==> src/sv/lcdseq_pkg.sv <==
// Shared types, codes and constant tables for the character LCD write sequencer.
// No dependencies; the controller, datapath and top level import this package.
package lcdseq_pkg;

	localparam int unsigned IDX_W  = 5;   // segment index, up to 29 segments
	localparam int unsigned STEP_W = 4;   // nibble step within the init run
	localparam int unsigned HOLD_W = 17;
	localparam int unsigned WAIT_W = 16;

	localparam logic [1:0] KIND_INIT  = 2'd0;
	localparam logic [1:0] KIND_CHAR  = 2'd1;
	localparam logic [1:0] KIND_CMD   = 2'd2;
	localparam logic [1:0] KIND_LIGHT = 2'd3;

	localparam logic [HOLD_W-1:0] POWER_WAIT_US     = 17'd15000;
	localparam logic [HOLD_W-1:0] BACKLIGHT_WAIT_US = 17'd25000;
	localparam logic [HOLD_W-1:0] PULSE_US          = 17'd1;
	localparam logic [WAIT_W-1:0] CMD_WAIT_US       = 16'd50;
	localparam logic [WAIT_W-1:0] CHAR_DELAY_RESET  = 16'd50;

	localparam logic [3:0] NIB_DISP_ON  = 4'hC;
	localparam logic [3:0] NIB_DISP_OFF = 4'h8;

	localparam logic [IDX_W-1:0] INIT_LAST_IDX  = 5'd28;
	localparam logic [IDX_W-1:0] CHAR_LAST_IDX  = 5'd3;
	localparam logic [IDX_W-1:0] CMD_LAST_IDX   = 5'd1;
	localparam logic [IDX_W-1:0] LIGHT_LAST_IDX = 5'd4;

	typedef enum logic {
		ST_IDLE,
		ST_RUN
	} state_t;

	typedef struct packed {
		logic load;   // latch an accepted request
		logic emit;   // produce the next segment into the output register
	} ctrl_cmd_t;

	typedef struct packed {
		logic out_free;   // output register can take a segment this cycle
		logic seg_last;   // current segment closes the request
	} dp_status_t;

	function automatic logic [3:0] init_nibble(input logic [STEP_W-1:0] step);
		logic [3:0] n;
		unique case (step)
			4'd0, 4'd1, 4'd2: n = 4'h3;
			4'd3, 4'd4:       n = 4'h2;
			4'd5, 4'd7:       n = 4'h8;
			4'd9:             n = 4'h1;
			4'd11:            n = 4'h6;
			4'd13:            n = 4'hC;
			default:          n = 4'h0;
		endcase
		return n;
	endfunction

	function automatic logic [WAIT_W-1:0] init_wait(input logic [STEP_W-1:0] step);
		logic [WAIT_W-1:0] w;
		unique case (step)
			4'd0:                      w = 16'd4100;
			4'd1:                      w = 16'd100;
			4'd3, 4'd5, 4'd7, 4'd11,
			4'd13:                     w = 16'd50;
			4'd9:                      w = 16'd2000;
			default:                   w = 16'd0;
		endcase
		return w;
	endfunction

endpackage

==> src/sv/lcdseq_req_if.sv <==
// Request channel: valid/ready handshake carrying one LCD request.
// Depends on nothing.
interface lcdseq_req_if;
	logic        valid;
	logic        ready;
	logic [1:0]  kind;
	logic [7:0]  value;
	logic [15:0] delay_us;

	modport source (output valid, kind, value, delay_us, input ready);
	modport sink   (input valid, kind, value, delay_us, output ready);
endinterface

==> src/sv/lcdseq_seg_if.sv <==
// Segment channel: valid/ready handshake carrying one timed pin-state segment.
// Depends on nothing.
interface lcdseq_seg_if;
	logic        valid;
	logic        ready;
	logic [3:0]  data_nibble;
	logic        reg_select;
	logic        enable;
	logic        backlight;
	logic [16:0] hold_us;
	logic        last;

	modport source (output valid, data_nibble, reg_select, enable, backlight, hold_us, last,
		input ready);
	modport sink   (input valid, data_nibble, reg_select, enable, backlight, hold_us, last,
		output ready);
endinterface

==> src/sv/lcdseq_ctrl.sv <==
// Controller FSM: accepts a request, then steps the datapath one segment a beat while the output register is free.
// Depends on lcdseq_pkg.
module lcdseq_ctrl
	import lcdseq_pkg::*;
(
	input  logic       clk,
	input  logic       arst_n,
	input  logic       in_valid,
	output logic       in_ready,
	input  dp_status_t status,
	output ctrl_cmd_t  cmd
);

	state_t state_q, state_d;

	always_ff @(posedge clk or negedge arst_n) begin
		if (!arst_n) begin
			state_q <= ST_IDLE;
		end else begin
			state_q <= state_d;
		end
	end

	always_comb begin
		state_d = state_q;
		unique case (state_q)
			ST_IDLE: begin
				if (in_valid) state_d = ST_RUN;
			end
			ST_RUN: begin
				if (status.out_free && status.seg_last) state_d = ST_IDLE;
			end
			default: state_d = ST_IDLE;
		endcase
	end

	always_comb begin
		in_ready = 1'b0;
		cmd      = '0;
		unique case (state_q)
			ST_IDLE: begin
				in_ready = 1'b1;
				cmd.load = in_valid;
			end
			ST_RUN: begin
				cmd.emit = status.out_free;
			end
			default: ;
		endcase
	end

endmodule

==> src/sv/lcdseq_dpath.sv <==
// Datapath: request latch, segment index, pin state, segment decode, output register.
// Depends on lcdseq_pkg.
module lcdseq_dpath
	import lcdseq_pkg::*;
(
	input  logic              clk,
	input  logic              arst_n,
	input  ctrl_cmd_t         cmd,
	output dp_status_t        status,
	input  logic [1:0]        in_kind,
	input  logic [7:0]        in_value,
	input  logic [WAIT_W-1:0] in_delay_us,
	input  logic              cfg_we,
	input  logic [WAIT_W-1:0] cfg_data,
	output logic              out_valid,
	input  logic              out_ready,
	output logic [3:0]        out_data_nibble,
	output logic              out_reg_select,
	output logic              out_enable,
	output logic              out_backlight,
	output logic [HOLD_W-1:0] out_hold_us,
	output logic              out_last
);

	logic [1:0]        kind_q;
	logic [7:0]        value_q;
	logic [WAIT_W-1:0] delay_q;
	logic [WAIT_W-1:0] char_delay_q;
	logic [IDX_W-1:0]  idx_q;
	logic [3:0]        pins_q;
	logic              rs_q;
	logic              light_q;
	logic              out_valid_q;

	logic [3:0]        nib_q;
	logic              rs_out_q;
	logic              en_q;
	logic              bl_q;
	logic [HOLD_W-1:0] hold_q;
	logic              last_q;

	// segment decode
	logic              is_nib;
	logic              pulse;
	logic [3:0]        nib;
	logic              rs_new;
	logic [WAIT_W-1:0] wait_us;
	logic [HOLD_W-1:0] fixed_hold;
	logic              seg_last;
	logic [IDX_W-1:0]  init_j;
	logic [HOLD_W-1:0] hold;

	assign init_j = idx_q - 5'd1;

	always_comb begin
		is_nib     = 1'b1;
		pulse      = ~idx_q[0];
		nib        = 4'h0;
		rs_new     = 1'b0;
		wait_us    = '0;
		fixed_hold = POWER_WAIT_US;
		seg_last   = 1'b0;
		unique case (kind_q)
			KIND_INIT: begin
				// leading power-on wait, then 14 nibble writes
				seg_last = (idx_q == INIT_LAST_IDX);
				if (idx_q == '0) begin
					is_nib = 1'b0;
				end else begin
					pulse   = ~init_j[0];
					nib     = init_nibble(init_j[STEP_W:1]);
					wait_us = init_wait(init_j[STEP_W:1]);
				end
			end
			KIND_CHAR: begin
				rs_new   = 1'b1;
				nib      = idx_q[1] ? value_q[3:0] : value_q[7:4];
				wait_us  = idx_q[1] ? char_delay_q : '0;
				seg_last = (idx_q == CHAR_LAST_IDX);
			end
			KIND_CMD: begin
				nib      = value_q[3:0];
				wait_us  = delay_q;
				seg_last = (idx_q == CMD_LAST_IDX);
			end
			KIND_LIGHT: begin
				seg_last = (idx_q == LIGHT_LAST_IDX);
				if (idx_q == LIGHT_LAST_IDX) begin
					is_nib     = 1'b0;
					fixed_hold = BACKLIGHT_WAIT_US;
				end else begin
					nib     = idx_q[1] ? (light_q ? NIB_DISP_ON : NIB_DISP_OFF) : 4'h0;
					wait_us = idx_q[1] ? CMD_WAIT_US : '0;
				end
			end
			default: ;
		endcase
	end

	always_comb begin
		if (!is_nib) begin
			hold = fixed_hold;
		end else if (pulse) begin
			hold = PULSE_US;
		end else begin
			hold = {1'b0, wait_us} + PULSE_US;
		end
	end

	assign status.out_free = ~out_valid_q | out_ready;
	assign status.seg_last = seg_last;

	always_ff @(posedge clk or negedge arst_n) begin
		if (!arst_n) begin
			char_delay_q <= CHAR_DELAY_RESET;
			idx_q        <= '0;
			pins_q       <= '0;
			rs_q         <= 1'b0;
			light_q      <= 1'b0;
			out_valid_q  <= 1'b0;
		end else begin
			if (cfg_we) char_delay_q <= cfg_data;
			if (cmd.load) begin
				idx_q <= '0;
				if (in_kind == KIND_LIGHT) light_q <= in_value[0];
			end else if (cmd.emit) begin
				idx_q <= idx_q + 5'd1;
				if (is_nib) begin
					pins_q <= nib;
					rs_q   <= rs_new;
				end
			end
			if (cmd.emit) begin
				out_valid_q <= 1'b1;
			end else if (out_ready) begin
				out_valid_q <= 1'b0;
			end
		end
	end

	always_ff @(posedge clk) begin
		if (cmd.load) begin
			kind_q  <= in_kind;
			value_q <= in_value;
			delay_q <= in_delay_us;
		end
		if (cmd.emit) begin
			nib_q    <= is_nib ? nib : pins_q;
			rs_out_q <= is_nib ? rs_new : rs_q;
			en_q     <= is_nib & pulse;
			bl_q     <= light_q;
			hold_q   <= hold;
			last_q   <= seg_last;
		end
	end

	assign out_valid       = out_valid_q;
	assign out_data_nibble = nib_q;
	assign out_reg_select  = rs_out_q;
	assign out_enable      = en_q;
	assign out_backlight   = bl_q;
	assign out_hold_us     = hold_q;
	assign out_last        = last_q;

endmodule

==> src/sv/char_lcd_nibble_write_sequencer.sv <==
// Top level of the character LCD 4-bit write sequencer: controller plus datapath.
// Depends on lcdseq_pkg, lcdseq_req_if, lcdseq_seg_if, lcdseq_ctrl, lcdseq_dpath.
//
//   port      dir  beat contents
//   req       in   kind, value, delay_us
//   seg       out  data_nibble, reg_select, enable, backlight, hold_us, last
//   cfg_we    in   cfg_data -> char_delay_us (no read-back)
//
// A request is accepted in the idle state, then yields one segment per cycle while seg.ready
// is high: 29 segments for init, 4 per character, 2 per command nibble, 5 for
// backlight. The segment counter in the datapath, checked against the last index
// per kind, ends the request. Stalls on seg hold the output register and the counter.
// The next request is taken once the last segment sits in the output register.
// Reset: pins, RS and backlight low, char_delay_us = 50.
module char_lcd_nibble_write_sequencer
	import lcdseq_pkg::*;
(
	input  logic               clk,
	input  logic               arst_n,
	lcdseq_req_if.sink         req,
	lcdseq_seg_if.source       seg,
	input  logic               cfg_we,
	input  logic [WAIT_W-1:0]  cfg_data
);

	ctrl_cmd_t  cmd;
	dp_status_t status;

	lcdseq_ctrl u_ctrl (
		.clk      (clk),
		.arst_n   (arst_n),
		.in_valid (req.valid),
		.in_ready (req.ready),
		.status   (status),
		.cmd      (cmd)
	);

	lcdseq_dpath u_dpath (
		.clk             (clk),
		.arst_n          (arst_n),
		.cmd             (cmd),
		.status          (status),
		.in_kind         (req.kind),
		.in_value        (req.value),
		.in_delay_us     (req.delay_us),
		.cfg_we          (cfg_we),
		.cfg_data        (cfg_data),
		.out_valid       (seg.valid),
		.out_ready       (seg.ready),
		.out_data_nibble (seg.data_nibble),
		.out_reg_select  (seg.reg_select),
		.out_enable      (seg.enable),
		.out_backlight   (seg.backlight),
		.out_hold_us     (seg.hold_us),
		.out_last        (seg.last)
	);

endmodule
==> src/flat_wrapper.sv <==
// flat-port wrapper written by rule: the top's interface ports become plain ports
module char_lcd_nibble_write_sequencer_flat import lcdseq_pkg::*;
  (clk, arst_n, cfg_we, cfg_data, req_valid, req_kind, req_value, req_delay_us, req_ready, seg_valid, seg_data_nibble, seg_reg_select, seg_enable, seg_backlight, seg_hold_us, seg_last, seg_ready);
  lcdseq_req_if req_i ();
  lcdseq_seg_if seg_i ();
  input  logic clk;
  input  logic arst_n;
  input  logic cfg_we;
  input  logic [WAIT_W-1:0] cfg_data;
  input wire logic [$bits(req_i.valid)-1:0] req_valid;
  input wire logic [$bits(req_i.kind)-1:0] req_kind;
  input wire logic [$bits(req_i.value)-1:0] req_value;
  input wire logic [$bits(req_i.delay_us)-1:0] req_delay_us;
  output wire logic [$bits(req_i.ready)-1:0] req_ready;
  output wire logic [$bits(seg_i.valid)-1:0] seg_valid;
  output wire logic [$bits(seg_i.data_nibble)-1:0] seg_data_nibble;
  output wire logic [$bits(seg_i.reg_select)-1:0] seg_reg_select;
  output wire logic [$bits(seg_i.enable)-1:0] seg_enable;
  output wire logic [$bits(seg_i.backlight)-1:0] seg_backlight;
  output wire logic [$bits(seg_i.hold_us)-1:0] seg_hold_us;
  output wire logic [$bits(seg_i.last)-1:0] seg_last;
  input wire logic [$bits(seg_i.ready)-1:0] seg_ready;
  assign req_i.valid = req_valid;
  assign req_i.kind = req_kind;
  assign req_i.value = req_value;
  assign req_i.delay_us = req_delay_us;
  assign req_ready = req_i.ready;
  assign seg_valid = seg_i.valid;
  assign seg_data_nibble = seg_i.data_nibble;
  assign seg_reg_select = seg_i.reg_select;
  assign seg_enable = seg_i.enable;
  assign seg_backlight = seg_i.backlight;
  assign seg_hold_us = seg_i.hold_us;
  assign seg_last = seg_i.last;
  assign seg_i.ready = seg_ready;
  char_lcd_nibble_write_sequencer u_core (.clk(clk), .arst_n(arst_n), .req(req_i), .seg(seg_i), .cfg_we(cfg_we), .cfg_data(cfg_data));
endmodule
==> config.mk <==
export PLATFORM = sky130hd
export DESIGN_NAME = char_lcd_nibble_write_sequencer_flat
export DESIGN_NICKNAME = d
export VERILOG_FILES = /design/src/sv/lcdseq_pkg.sv /design/src/sv/lcdseq_req_if.sv /design/src/sv/lcdseq_seg_if.sv /design/src/sv/lcdseq_ctrl.sv /design/src/sv/lcdseq_dpath.sv /design/src/sv/char_lcd_nibble_write_sequencer.sv /design/src/flat_wrapper.sv
export SDC_FILE = /design/constraint.sdc
export NUM_CORES = 1
export LEC_CHECK = 0
export BUFFER_PORTS_ARGS = -buffer_cell sky130_fd_sc_hd__buf_2
export CORE_MARGIN = 4
export CORE_UTILIZATION = 56
export DETAILED_ROUTE_END_ITERATION = 7
export PLACE_DENSITY = 0.8
export SLEW_MARGIN = 40
export SYNTH_ARGS = -nofsm -noshare
export SYNTH_HDL_FRONTEND = slang
export SYNTH_SLANG_ARGS = --single-unit
==> constraint.sdc <==
create_clock -name clk -period 4.1 [get_ports clk]
set_input_delay 0.41 -clock clk [delete_from_list [all_inputs] [get_ports clk]]
set_output_delay 0.41 -clock clk [all_outputs]
set_load 0.02 [all_outputs]
# After elaboration in Yosys (flattened, before gate mapping)
# Memories as Yosys holds them, arrays and structs flattened.
# Cells that the tools add are included.
dict set report word_totals {
  inputBits 47
  mem_bits_ro 224
  elab_cells 77
  output_inout_bits 27
  memories 2
  ff_bits 80
}
dict set report op_classes {
  bitwise_logic 7
  muxes 34
  n_eq_ne 8
  n_addsub 3
  n_reduce_logical 7
}
# memory depth width read_ports rd_ports_with_merged_regs write_ports line_no
set memory_table {}
lappend memory_table {{(no name shown)} 16 10 1 0 0 lcdseq_pkg.sv:60} ;# unique case (step)
lappend memory_table {{(no name shown)} 16 4 1 0 0 lcdseq_pkg.sv:46} ;# unique case (step)
# cell n
set op_table {}
lappend op_table {{$pmux 16 s4} 1}
lappend op_table {{$mux 17} 2}
lappend op_table {{$mux 16} 2}
lappend op_table {{$mux 15} 2}
lappend op_table {{$mux 4} 5}
lappend op_table {{$add 16x1->17 const B} 1}
lappend op_table {{$pmux 4 s4} 1}
lappend op_table {{$mux 1} 13}
lappend op_table {{$mux 6} 2}
lappend op_table {{$mux 5} 2}
lappend op_table {{$eq 2x2->1 const B} 3}
lappend op_table {{$add 5x1->5 const B} 1}
lappend op_table {{$eq 5x1->1 const B} 1}
lappend op_table {{$eq 5x2->1 const B} 1}
lappend op_table {{$eq 5x3->1 const B} 1}
lappend op_table {{$eq 5x5->1 const B} 1}
lappend op_table {{$logic_not 5->1} 1}
lappend op_table {{$not 1->1} 5}
lappend op_table {{$sub 5x1->5 const B} 1}
lappend op_table {{$pmux 1 s2} 2}
lappend op_table {{$pmux 1 s4} 1}
lappend op_table {{$reduce_and 2->1} 2}
lappend op_table {{$reduce_bool 2->1} 2}
lappend op_table {{$mux 3} 1}
lappend op_table {{other kinds (5)} 5}

# Longest topological paths before layout
# Gate-level depths: netlist of the first run.
# An unclocked memory read counts as a cell.
dict set report depth {
  depth_word 7
  mapped_depth 18
  ltp_nobuf 14
}

# Modules after synthesis
# A second synthesis of the first run with hierarchy kept.
dict set report hier_totals {
  hier_cells 402
  hier_area_um2 4571.9
}
# mod instances seq_area_each_um2 cells_per_inst area_per_inst_um2
set modules_own_cells {}
lappend modules_own_cells {lcdseq_dpath 1 2235.9 396 4513.1}
lappend modules_own_cells {lcdseq_ctrl 1 25.0 6 58.8}

# Least setup slack after synthesis of the first run
# Ideal clock, no wire load.
dict set report synth_path {
  path_kind {reg2reg}
  startpoint {reg u_core.u_dpath.idx_q[0]}
  endpoint {reg u_core.u_dpath.hold_q[6] (netlist: u_core.u_dpath.out_hold_us[6]) (data pin)}
  setup_slack_ns 0.895
  arrival_ns 2.942
  n_path_buf 3
  setup_time_ns 0.263
  synth_period_minus_slack_ns 3.205
  path_stages_with_launch 16
  t_required_ns 3.837
  path_cell_list {dfrtp_1 clkbuf_1 inv_1 ha_1 clkbuf_1 a221oi_1 a211oi_1 nor3_1 o41ai_1 o21ai_0 ha_1 and2_1 clkbuf_1 nor2b_1 xor2_1 nor2_1}
}
dict set report synth_via {
  elab_chain_cells 7
  word_cells_on_any_way 17
  cone_classes {add/sub (2); eq/ne (1); mux (10); bitwise (2); reduce/logical (1); memory (1)}
}
# element line_no
set synth_rtl {}
lappend synth_rtl {{start: declaration} lcdseq_dpath.sv:29} ;# logic [IDX_W-1:0] idx_q;
lappend synth_rtl {{start signal: assignment} lcdseq_dpath.sv:127} ;# idx_q <= idx_q + 5'd1;
lappend synth_rtl {{$sub 5x1->5} lcdseq_dpath.sv:53} ;# assign init_j = idx_q - 5'd1;
lappend synth_rtl {{$mem_v2 16x10} --}
lappend synth_rtl {{$mux 16} lcdseq_dpath.sv:67} ;# if (idx_q == '0) begin
lappend synth_rtl {{$pmux 16 s4} lcdseq_dpath.sv:63} ;# unique case (kind_q)
lappend synth_rtl {{$add 16x1->17} lcdseq_dpath.sv:106} ;# hold = {1'b0, wait_us} + PULSE_US;
lappend synth_rtl {{$mux 17} lcdseq_dpath.sv:103} ;# end else if (pulse) begin
lappend synth_rtl {{$mux 17 (*)} lcdseq_dpath.sv:101} ;# if (!is_nib) begin
lappend synth_rtl {{end signal: assignment} lcdseq_dpath.sv:152} ;# hold_q <= hold;
lappend synth_rtl {{end: declaration} lcdseq_dpath.sv:39} ;# logic [HOLD_W-1:0] hold_q;
# Mark *: on every way between the ends. The rest lies on a longest branch, timed or not.
# A chain may end at the register's enable or synchronous reset.

# Worst setup path in the final report of the first run
dict set report layout_path {
  startpoint {reg u_core.u_dpath.idx_q[4]}
  endpoint {reg u_core.u_dpath.hold_q[6] (netlist: u_core.u_dpath.out_hold_us[6]) (data pin)}
}
# Same word-level chain as after synthesis.

==> Implementation_results.wiki, run 1 <==
{| class="wikitable"
! Metric !! Value
|-
| Status || finished clean
|-
| Number of buffers inserted for hold repair after clock tree synthesis || 0
|-
| Post-synthesis sequential area ratio || 52.87%
|-
| Synthesized-area fraction occupied by ao, oa, aoi and oai cells || 13.98%
|-
| Number of antenna violations at the first check in global routing || 0
|-
| Number of gates resized after CTS || 0
|-
| Unrepaired setup endpoints after global routing || no
|-
| RD Place Congestion || 0.9298
|-
| Fmax achieved || 0.3028 GHz
|-
| Path type of the worst min-delay path || input port to async pin
|-
| Average detailed-routed wire length per instance || 16.44 um
|-
| Leakage || 1.944 nW
|-
| Total clock sinks || 80
|-
| Fraction of met3 tracks used by global routing || 4.025%
|-
| Share of synthesized area spent on multiplexers || 6.641%
|-
| Maximum number of pins on one net before global-route repair || 33
|-
| Max-cap check violation count || 0
|-
| Top area cells in the synthesized netlist || sky130_fd_sc_hd__edfxtp_1 (36%), sky130_fd_sc_hd__dfrtp_1 (15%), sky130_fd_sc_hd__mux2_2 (6.1%)
|-
| Initial drt markers || 322
|-
| Post-synthesis sequential element count || 80
|-
| Global router's overall resource usage || 22.10%
|-
| Initial standard-cell utilization of the core || 58.34%
|-
| Number of placed I/O pins || 74
|-
| Peak ir drop on the vdd network || 0.0004283 V
|-
| Cell type with the highest aggregate area in the netlist || sky130_fd_sc_hd__edfxtp_1
|-
| Fin. max-slew vios || 0
|-
| Post-synth EDFFs || 51
|-
| Setup repair bufs after CTS || 0
|-
| Highest net fanout along the worst path || 16
|-
| Final worst path period need || 3.303 ns
|-
| Remaining max-slew budget at the tightest pin || 46.03%
|-
| Final setup vio count || 0
|-
| Clock Skews || 0.01166 ns
|-
| Fin Setup TNS || 0 ns
|-
| Fraction of the cycle the final worst path needs || 80.56%
|-
| Overall die width || 95.39 um
|-
| Logic depth of the worst register-to-register path || 11
|-
| Area overhead of the layout relative to synthesis || 13.96%
|-
| Total congestion overflow || 0
|-
| Async set or reset register ratio after synthesis || 36.25%
|-
| Critical Path AT || 3.39 ns
|-
| Clock buffer depth || 2
|-
| Number of vias in the routed layout || 3287
|-
| Source of the worst register-to-register timing path || u_core.u_dpath.idx_q[4]$_DFFE_PN0P_
|-
| DIE AREA || 0.009099 mm2
|-
| CTS tree || done
|-
| Clock transition at path regs || 0.09 ns
|-
| FILL cells || 550
|-
| Yosys synthesis warning count || 0
|-
| Areal power density over the cells || 659.3 mW/mm2
|-
| Parity-gate share of the synthesized area counting xor and xnor cells || 4.096%
|-
| Tightest hold margin || 0.09738 ns
|-
| Chip Height || 95.39 um
|-
| Fraction of layout cells with a size suffix above 1 || 29.18%
|-
| Final hold violation count || 0
|-
| Antenna-violating nets left || 0
|-
| Most common cell in the synthesized netlist || sky130_fd_sc_hd__edfxtp_1
|-
| Synthesized-area fraction occupied by adder cells || 2.926%
|-
| Root buffer cell || sky130_fd_sc_hd__clkbuf_8
|-
| Register-to-Register Setup Slack || 0.80 ns
|-
| Simple logic cell fraction of the synthesized area || 15.48%
|-
| Vias in the first global route || 3176
|-
| Required time worst endpoint || 4.18 ns
|-
| Count of unique library cells instantiated by Yosys || 60
|-
| Number of nets in the finished design || 518
|-
| Leading post-synthesis cells by instance count || sky130_fd_sc_hd__edfxtp_1 (51), sky130_fd_sc_hd__nand2_1 (35), sky130_fd_sc_hd__nor2_1 (35), sky130_fd_sc_hd__o21ai_0 (33), sky130_fd_sc_hd__dfrtp_1 (26)
|-
| Total CTS buffers || 9
|-
| Core region area || 0.007331 mm2
|-
| Total Wirelength || 9287 um
|-
| Syn avg cell area || 10.80 um2
|-
| Buffers added on ports || 73
|-
| Vias per cell || 5.818
|-
| Worst Max-Slew Pin Slew || 0.8027 ns
|-
| Setup crit end kind || flop
|-
| Synth Instances || 396
|-
| Final HPWL from detailed placement || 6710 um
|-
| Nature of the critical path startpoint || flop
|-
| Number of H-tree levels || 3
|-
| Grt peak-use layer || met1
|-
| Met1 global-route usage || 32.47%
|-
| Number of diodes added for antenna fixing || 0
|-
| Standard-cell rows || 31
|-
| Drt drc || 0
|-
| Clk_lat worst skew || 0.35 ns
|-
| Post-synth top area share || 35.81%
|-
| Largest family of logic cells by synthesized area || simple AND/OR/NAND/NOR gates
|-
| Primary FF master, synth || sky130_fd_sc_hd__edfxtp_1
|-
| Cell area after synthesis || 0.004277 mm2
|-
| Post-Synthesis Net Count || 453
|-
| Category of the most critical setup path || flop to flop
|-
| First-pass GRT wire length || 15610 um
|-
| DRT Pass-1 Iters || 5
|-
| Global-route track usage on met2 || 32.13%
|-
| Endpoint of the lowest-slack register-to-register path || u_core.u_dpath.out_hold_us[6]$_SDFFCE_PP0P_
|}
sequential cells by signal (all words and copies together), names as in the netlist:
| name | flops |
|---|---|
| u_core.u_dpath.out_hold_us | 17 |
| u_core.u_dpath.char_delay_q | 16 |
| u_core.u_dpath.delay_q | 16 |
| u_core.u_dpath.value_q | 8 |
| u_core.u_dpath.idx_q | 5 |
| u_core.u_dpath.out_data_nibble | 4 |
| u_core.u_dpath.pins_q | 4 |
| u_core.u_dpath.kind_q | 2 |
| u_core.u_ctrl.state_q | 1 |
| u_core.u_dpath.light_q | 1 |
| u_core.u_dpath.out_backlight | 1 |
| u_core.u_dpath.out_enable | 1 |
| u_core.u_dpath.out_last | 1 |
| u_core.u_dpath.out_reg_select | 1 |
| u_core.u_dpath.out_valid | 1 |
| u_core.u_dpath.rs_q | 1 |
where the power goes:
group	internal, mW	switching [mW]
Combinational	0.533	0.888
Clock	0.228	0.309
Sequential	1.13	0.129
Total	1.89	1.33
cell type report:
class                      instances  area [um2]  share of cell area [%]
multi-input combinational        278        1848                   37.92
tap                               99       123.9                   2.542
timing repair buffer              80       417.9                   8.575
sequential                        80        2262                   46.42
clock inverter                     7       52.55                   1.078
clock buffer                       9       123.9                   2.542
inverter                          12       45.04                  0.9243
cell families (layout without fill, tap and decap cells):
logic type      count (synthesis)  in the layout
compound gates                 92             92
simple gates                  131            131
flops                          80             80
buf+inv                        38            108
xor+xnor                       20             20
fa+ha+maj                      10             10
mux                            25             25
metal layers:
layer  vias to the layer above  part of all wire, %
li1                       1595                    -
met2                       130                   44
met1                      1543                   46
met3                        19                  6.6
met5                         -                    0
met4                         0                  2.6
critical path, cell delays in order, from the launching register on:
cell and delay (ns):
sky130_fd_sc_hd__dfrtp_1 0.65, sky130_fd_sc_hd__clkinv_1 0.40, sky130_fd_sc_hd__a221oi_1 0.34, sky130_fd_sc_hd__a211oi_1 0.08, sky130_fd_sc_hd__nor3_1 0.23, sky130_fd_sc_hd__o41ai_1 0.10, sky130_fd_sc_hd__o21ai_0 0.22, sky130_fd_sc_hd__ha_1 0.20
sky130_fd_sc_hd__and2_1 0.30, sky130_fd_sc_hd__nor2b_1 0.23, sky130_fd_sc_hd__xor2_1 0.22, sky130_fd_sc_hd__nor2_1 0.06
how the worst max path moves through the flow:
stage	startpoint	to	slack [ns]
6_report	u_core.u_dpath.idx_q[4]$_DFFE_PN0P_	u_core.u_dpath.out_hold_us[6]$_SDFFCE_PP0P_	0.80
5_1_grt	u_core.u_dpath.idx_q[4]$_DFFE_PN0P_	u_core.u_dpath.out_hold_us[6]$_SDFFCE_PP0P_	0.55
4_1_cts	u_core.u_dpath.idx_q[4]$_DFFE_PN0P_	u_core.u_dpath.out_hold_us[6]$_SDFFCE_PP0P_	0.82
3_5_place_dp	u_core.u_dpath.idx_q[4]$_DFFE_PN0P_	u_core.u_dpath.out_hold_us[6]$_SDFFCE_PP0P_	0.93
3_3_place_gp	u_core.u_dpath.idx_q[4]$_DFFE_PN0P_	u_core.u_dpath.out_hold_us[6]$_SDFFCE_PP0P_	1.08
2_1_floorplan	u_core.u_dpath.idx_q[0]$_DFFE_PN0P_	u_core.u_dpath.out_hold_us[6]$_SDFFCE_PP0P_	0.89
stage by stage:
step                total power [mW]  utilization, %  instances  area [um2]  setup slack, ns
finish                         3.213           66.48        565        4873           0.7971
global route                   3.434           66.48        565        4873           0.5477
CTS                            3.200           66.41        565        4868           0.8171
detailed placement             2.668           64.00        549        4692           0.9279
global placement               2.651           64.00        549        4692            1.082
floorplan                      2.311               -        396        4277           0.8948
cells in the final DEF, fill, tap and decap left out, types with 3 or more instances in the layout:
master / n
sky130_fd_sc_hd__a211oi_1: 3
sky130_fd_sc_hd__a21oi_1: 12
sky130_fd_sc_hd__a22oi_1: 10
sky130_fd_sc_hd__a31oi_1: 3
sky130_fd_sc_hd__a32oi_1: 5
sky130_fd_sc_hd__and4bb_2: 3
sky130_fd_sc_hd__buf_2: 73
sky130_fd_sc_hd__buf_4: 7
sky130_fd_sc_hd__clkbuf_8: 9
sky130_fd_sc_hd__clkinv_2: 3
sky130_fd_sc_hd__dfrtp_1: 25
sky130_fd_sc_hd__dfstp_2: 3
sky130_fd_sc_hd__edfxtp_1: 51
sky130_fd_sc_hd__ha_1: 10
sky130_fd_sc_hd__inv_1: 10
sky130_fd_sc_hd__inv_6: 3
sky130_fd_sc_hd__mux2_2: 23
sky130_fd_sc_hd__nand2_1: 35
sky130_fd_sc_hd__nand2b_1: 3
sky130_fd_sc_hd__nand3_1: 17
sky130_fd_sc_hd__nand4_1: 5
sky130_fd_sc_hd__nor2_1: 35
sky130_fd_sc_hd__nor2b_1: 6
sky130_fd_sc_hd__nor3_1: 6
sky130_fd_sc_hd__o211ai_1: 3
sky130_fd_sc_hd__o21ai_0: 33
sky130_fd_sc_hd__o31ai_1: 3
sky130_fd_sc_hd__or2_2: 4
sky130_fd_sc_hd__xnor2_1: 9
sky130_fd_sc_hd__xor2_1: 11
Power figures use the tool's default switching activity.
==> inputs of run 2 (changes only) <==
==> constraint.sdc (replaced) <==
create_clock -name clk -period 3.05 [get_ports clk]
set_input_delay 0.305 -clock clk [delete_from_list [all_inputs] [get_ports clk]]
set_output_delay 0.305 -clock clk [all_outputs]
set_load 0.02 [all_outputs]
==> Implementation_results.wiki, run 2 (same netlist as run 1, synthesis figures left out) <==
{| class="wikitable"
! Metric !! Value
|-
| Final setup vio count || 0
|-
| Most common cell after layout, fill and taps aside || sky130_fd_sc_hd__buf_2
|-
| Area overhead of the layout relative to synthesis || 17.67%
|-
| Core utilization of the finished layout || 68.65%
|-
| Worst Max-Slew Pin Slew || 0.6593 ns
|-
| Leakage || 2.020 nW
|-
| RD Place Congestion || 0.8704
|-
| Required time worst endpoint || 3.17 ns
|-
| Average detailed-routed wire length per instance || 17.07 um
|-
| CTS tree || done
|-
| Fraction of layout cells with a size suffix above 1 || 31.38%
|-
| Initial drt markers || 264
|-
| Antenna-violating nets left || 0
|-
| Number of antenna violations at the first check in global routing || 0
|-
| Buffers added on ports || 73
|-
| DIE AREA || 0.009099 mm2
|-
| Total clock sinks || 80
|-
| Final cell count without fillers || 577
|-
| Highest net fanout along the worst path || 18
|-
| Unrepaired setup endpoints after global routing || no
|-
| Maximum number of pins on one net before global-route repair || 30
|-
| Final HPWL from detailed placement || 7054 um
|-
| First-pass GRT wire length || 15740 um
|-
| Global router's overall resource usage || 22.57%
|-
| Clock transition at path regs || 0.09 ns
|-
| Areal power density over the cells || 918.8 mW/mm2
|-
| Total Wirelength || 9852 um
|-
| Fmax achieved || 0.3616 GHz
|-
| Final worst path period need || 2.765 ns
|-
| Standard-cell rows || 31
|-
| Final critical-path setup slack || 0.2847 ns
|-
| DRT Pass-1 Iters || 6
|-
| Fin. max-slew vios || 0
|-
| Setup crit end kind || flop
|-
| Fraction of the cycle the final worst path needs || 90.66%
|-
| Status || finished clean
|-
| Number of placed I/O pins || 74
|-
| Total congestion overflow || 0
|-
| Commonest non-fill, non-tap cells in the layout || sky130_fd_sc_hd__buf_2 (73), sky130_fd_sc_hd__edfxtp_1 (51), sky130_fd_sc_hd__nor2_1 (35), sky130_fd_sc_hd__nand2_1 (35), sky130_fd_sc_hd__o21ai_0 (32)
|-
| Critical Path AT || 2.88 ns
|-
| Clk_lat worst skew || 0.36 ns
|-
| Clock buffer depth || 2
|-
| Number of flip-flops under the largest register name || 17
|-
| Vias per cell || 5.915
|-
| Core region area || 0.007331 mm2
|-
| Placed cells || 560
|-
| Max-cap check violation count || 0
|-
| Peak ir drop on the vdd network || 0.0004826 V
|-
| Tot Pwr || 4.624 mW
|-
| Number of H-tree levels || 3
|-
| Final hold violation count || 0
|-
| Category of the most critical setup path || flop to flop
|-
| Number of diodes added for antenna fixing || 0
|-
| Root buffer cell || sky130_fd_sc_hd__clkbuf_8
|-
| Remaining max-slew budget at the tightest pin || 54.91%
|-
| Placement Setup Slack || 0.03101 ns
|-
| Nature of the critical path startpoint || flop
|-
| Number of vias in the routed layout || 3413
|-
| Setup repair bufs after CTS || 0
|-
| Path type of the worst min-delay path || input port to flop
|-
| Chip Height || 95.39 um
|-
| Overall die width || 95.39 um
|-
| Fin Setup TNS || 0 ns
|-
| Drt drc || 0
|-
| Initial standard-cell utilization of the core || 58.34%
|-
| Number of nets in the finished design || 530
|-
| Total CTS buffers || 9
|-
| Clock Skews || 0.01018 ns
|-
| Vias in the first global route || 3160
|}
## run 2: critical path, stage by stage (launching register included)
cell and delay [ns]:
sky130_fd_sc_hd__edfxtp_1 0.43, sky130_fd_sc_hd__inv_1 0.13, sky130_fd_sc_hd__ha_2 0.41, sky130_fd_sc_hd__and2_1 0.33, sky130_fd_sc_hd__a22oi_1 0.14, sky130_fd_sc_hd__o22a_1 0.27
sky130_fd_sc_hd__nor3_1 0.21, sky130_fd_sc_hd__buf_4 0.16, sky130_fd_sc_hd__and4bb_2 0.24, sky130_fd_sc_hd__xnor2_1 0.13, sky130_fd_sc_hd__nor2_1 0.07
## run 2: path summary, 6_finish.rpt
path | from | end | slack (ns) | depth (start not counted)
setup / recovery | u_core.u_dpath.kind_q[1]$_DFFE_PP_ | u_core.u_dpath.out_hold_us[15]$_SDFFCE_PP0P_ | 0.28 | 10
hold / removal | req_delay_us[15] | u_core.u_dpath.delay_q[15]$_DFFE_PP_ | 0.11 | 1
min in group asynchronous | arst_n | u_core.u_dpath.pins_q[2]$_DFFE_PN0P_ | 0.52 | 2
setup reg to reg | u_core.u_dpath.kind_q[1]$_DFFE_PP_ | u_core.u_dpath.out_hold_us[15]$_SDFFCE_PP0P_ | 0.28 | 10
max in group asynchronous | arst_n | u_core.u_dpath.char_delay_q[13]$_DFFE_PN0P_ | 2.08 | 2
hold reg to reg | u_core.u_dpath.pins_q[1]$_DFFE_PN0P_ | u_core.u_dpath.pins_q[1]$_DFFE_PN0P_ | 0.50 | 2
## run 2: cell type report
type,instances,area [um2]
multi-input combinational,278,1869
fill,555,2298
tap,99,123.9
clock buffer,11,162.7
sequential,80,2261
inverter,12,45.04
timing repair buffer,92,510.5
clock inverter,5,60.06
## run 2: report_power, final
group	total (mW)	switching [mW]	internal [mW]	leakage, nW
logic	2.11	1.31	0.807	1.08
clock network	0.867	0.412	0.455	0.113
registers	1.64	0.130	1.51	0.831
total	4.62	1.85	2.78	2.02
## run 2: what timing repair did
item                                    in CTS  in global routing
endpoints found under the setup margin       0                 12
gates resized for setup                      0                  5
endpoints found under the hold margin        7                  0
hold buffers                                 1                  0
## run 2: per-stage QoR
step / instance area [um2] / hold WS, ns
floorplan: 4302 / 0.009409
global placement: 4787 / 0.3926
detailed placement: 4787 / 0.3842
CTS: 5020 / 0.1067
global route: 5032 / 0.1017
finish: 5032 / 0.1120
## run 2: routing by layer
| layer | part of all wire, % | global-route usage, % |
|---|---|---|
| met5 | 0 | 0 |
| met3 | 8.7 | 5.998 |
| met4 | 1.7 | 6.872 |
| met1 | 44 | 32.47 |
| met2 | 46 | 33.59 |
==> inputs of run 3 (changes only) <==
--- a/config.mk
+++ b/config.mk
@@ -7,9 +7,9 @@
 export LEC_CHECK = 0
 export BUFFER_PORTS_ARGS = -buffer_cell sky130_fd_sc_hd__buf_2
 export CORE_MARGIN = 4
-export CORE_UTILIZATION = 56
+export CORE_UTILIZATION = 45
 export DETAILED_ROUTE_END_ITERATION = 7
-export PLACE_DENSITY = 0.8
+export PLACE_DENSITY = 0.66
 export SLEW_MARGIN = 40
 export SYNTH_ARGS = -nofsm -noshare
 export SYNTH_HDL_FRONTEND = slang
==> Implementation_results.wiki, run 3 (same netlist as run 1, synthesis figures left out) <==
{| class="wikitable"
! Metric !! Value
|-
| Status || complete, but fails checks
|-
| Violations in the final reports || negative hold slack
|-
| Path type of the worst min-delay path || input port to async pin
|-
| Number of placed I/O pins || 74
|-
| Final HPWL from detailed placement || 7408 um
|-
| Internal Pwr Total || 2.756 mW
|-
| CTS tree || done
|-
| Core region area || 0.009240 mm2
|-
| Number of buffers inserted for hold repair after clock tree synthesis || 0
|-
| Number of nets in the finished design || 537
|-
| Logic depth of the worst register-to-register path || 10
|-
| Total Wirelength || 10070 um
|-
| Fin. max-slew vios || 0
|-
| Fraction of the cycle the final worst path needs || 91.10%
|-
| Vias per cell || 5.440
|-
| Antenna-violating nets left || 0
|-
| Clk_lat worst skew || 0.36 ns
|-
| Areal power density over the cells || 906.0 mW/mm2
|-
| Most common cell after layout, fill and taps aside || sky130_fd_sc_hd__buf_2
|-
| Setup repair bufs after CTS || 0
|-
| Clock share of power || 17.9%
|-
| First-pass GRT wire length || 16320 um
|-
| Average detailed-routed wire length per instance || 16.40 um
|-
| Number of H-tree levels || 3
|-
| Global router's overall resource usage || 18.67%
|-
| Root buffer cell || sky130_fd_sc_hd__clkbuf_8
|-
| Number of antenna violations at the first check in global routing || 0
|-
| Worst Max-Slew Pin Slew || 0.6991 ns
|-
| Max-cap check violation count || 0
|-
| Area overhead of the layout relative to synthesis || 19.22%
|-
| Part of the total power dissipated in combinational logic || 46.6%
|-
| Core utilization of the finished layout || 55.18%
|-
| Total CTS buffers || 9
|-
| Number of flip-flops under the largest register name || 17
|-
| Initial standard-cell utilization of the core || 46.28%
|-
| Clock Skews || 0.01375 ns
|-
| Remaining max-slew budget at the tightest pin || 52.19%
|-
| Category of the most critical setup path || flop to flop
|-
| Standard-cell rows || 35
|-
| Setup crit end kind || flop
|-
| Commonest non-fill, non-tap cells in the layout || sky130_fd_sc_hd__buf_2 (73), sky130_fd_sc_hd__edfxtp_1 (51), sky130_fd_sc_hd__nor2_1 (35), sky130_fd_sc_hd__nand2_1 (35), sky130_fd_sc_hd__o21ai_0 (33)
|-
| Number of gates resized after CTS || 0
|-
| Number of diodes added for antenna fixing || 0
|-
| Nature of the critical path startpoint || flop
|-
| Number of vias in the routed layout || 3340
|-
| Unrepaired setup endpoints after global routing || no
|-
| Tot Pwr || 4.619 mW
|-
| RD Place Congestion || 0.8941
|-
| Fin Setup TNS || 0 ns
|-
| Tightest hold margin || -0.01640 ns
|-
| Final setup vio count || 0
|-
| Initial drt markers || 216
|-
| Endpoint of the lowest-slack register-to-register path || u_core.u_dpath.out_hold_us[14]$_DFFE_PP_
|-
| Summed area of non-filler cells in the final layout || 0.005099 mm2
|-
| Maximum number of pins on one net before global-route repair || 30
|-
| Total clock sinks || 80
|-
| FILL cells || 825
|-
| Net switching power || 1.864 mW
|-
| Peak ir drop on the vdd network || 0.0004308 V
|-
| Leakage || 2.048 nW
|-
| Net switching fraction of the power || 40.34%
|-
| Final critical-path setup slack || 0.2714 ns
|-
| Fraction of layout cells with a size suffix above 1 || 32.16%
|-
| Chip Height || 105.5 um
|-
| Overall die width || 105.5 um
|-
| Required time worst endpoint || 3.15 ns
|-
| Clock transition at path regs || 0.09 ns
|-
| Highest net fanout along the worst path || 10
|-
| Drt drc || 0
|-
| Clock buffer depth || 2
|-
| Fmax achieved || 0.3599 GHz
|-
| Final worst path period need || 2.779 ns
|-
| Total congestion overflow || 0
|-
| Placement Setup Slack || 0.2128 ns
|-
| Buffers added on ports || 73
|-
| Vias in the first global route || 3152
|-
| Flop pwr share || 35.5%
|-
| DRT Pass-1 Iters || 5
|-
| Final hold violation count || 24
|-
| Critical Path AT || 2.88 ns
|-
| Source of the worst register-to-register timing path || u_core.u_dpath.kind_q[1]$_DFFE_PP_
|-
| Dpl cell area || 0.004885 mm2
|-
| DIE AREA || 0.01113 mm2
|-
| Register-to-Register Setup Slack || 0.27 ns
|}
[run 3: cell count changes in the layout (fill, tap and decap cells not counted), sizes merged]
cell         before  now
buf              91   99
clkbuf           11    9
dlygate4sd3       1    0
inv              12   14
[run 3: power by group through the flow]
stage	registers [mW]	clock network (mW)	logic, mW
after global routing	1.68	0.889	2.36
after detailed placement	1.66	0	2.13
after CTS	1.64	0.855	2.14
after floorplan	1.83	0	1.33
after global placement	1.66	0	2.14
final	1.64	0.828	2.15
[run 3: routing by layer]
layer	vias up	GRT usage, %	part of all wire [%]
met4	0	6.654	1.4
met3	11	2.511	6.4
met2	136	28.46	45
met1	1565	27.29	47
li1	1628	-	-
met5	-	0	0
[run 3: worst max path at each step]
| stage | to | start | slack (ns) | cells past startpoint |
|---|---|---|---|---|
| after global routing | u_core.u_dpath.out_hold_us[12]$_DFFE_PP_ | u_core.u_dpath.idx_q[1]$_DFFE_PN0P_ | 0.008 | 14 |
| after floorplan | u_core.u_dpath.out_hold_us[6]$_SDFFCE_PP0P_ | u_core.u_dpath.idx_q[1]$_DFFE_PN0P_ | 0.01 | 16 |
| final | u_core.u_dpath.out_hold_us[14]$_DFFE_PP_ | u_core.u_dpath.kind_q[1]$_DFFE_PP_ | 0.27 | 10 |
| after global placement | u_core.u_dpath.out_hold_us[14]$_DFFE_PP_ | u_core.u_dpath.kind_q[0]$_DFFE_PP_ | 0.28 | 10 |
| after CTS | u_core.u_dpath.out_hold_us[12]$_DFFE_PP_ | u_core.u_dpath.idx_q[1]$_DFFE_PN0P_ | 0.19 | 14 |
| after detailed placement | u_core.u_dpath.out_hold_us[14]$_DFFE_PP_ | u_core.u_dpath.kind_q[1]$_DFFE_PP_ | 0.21 | 10 |
[run 3: metrics by stage]
stage / instances / hold WS [ns]
after floorplan: 396 / 0.009409
after global placement: 598 / 0.3952
after detailed placement: 598 / 0.3980
after CTS: 614 / 0.0007469
after global routing: 614 / 0.03864
final: 614 / -0.01640
[run 3: cell type report]
class	instances	area (um2)	area share (%)
inverters	12	45.04	0.8834
well taps	129	161.4	3.166
clock inverters	7	86.33	1.693
flip-flops and latches	80	2261	44.34
repair buffers	99	560.5	10.99
multi-input cells	278	1861	36.49
clock buffers	9	123.9	2.429
[run 3: worst max-delay path: stages (launching register included)]
cell	delay, ns
sky130_fd_sc_hd__edfxtp_1	0.43
sky130_fd_sc_hd__inv_1	0.13
sky130_fd_sc_hd__ha_1	0.38
sky130_fd_sc_hd__buf_4	0.21
sky130_fd_sc_hd__nand3_1	0.11
sky130_fd_sc_hd__a22oi_1	0.33
sky130_fd_sc_hd__and4bb_2	0.32
sky130_fd_sc_hd__nand4bb_1	0.16
sky130_fd_sc_hd__nand3b_1	0.20
sky130_fd_sc_hd__xor2_1	0.13
sky130_fd_sc_hd__o21ai_0	0.10
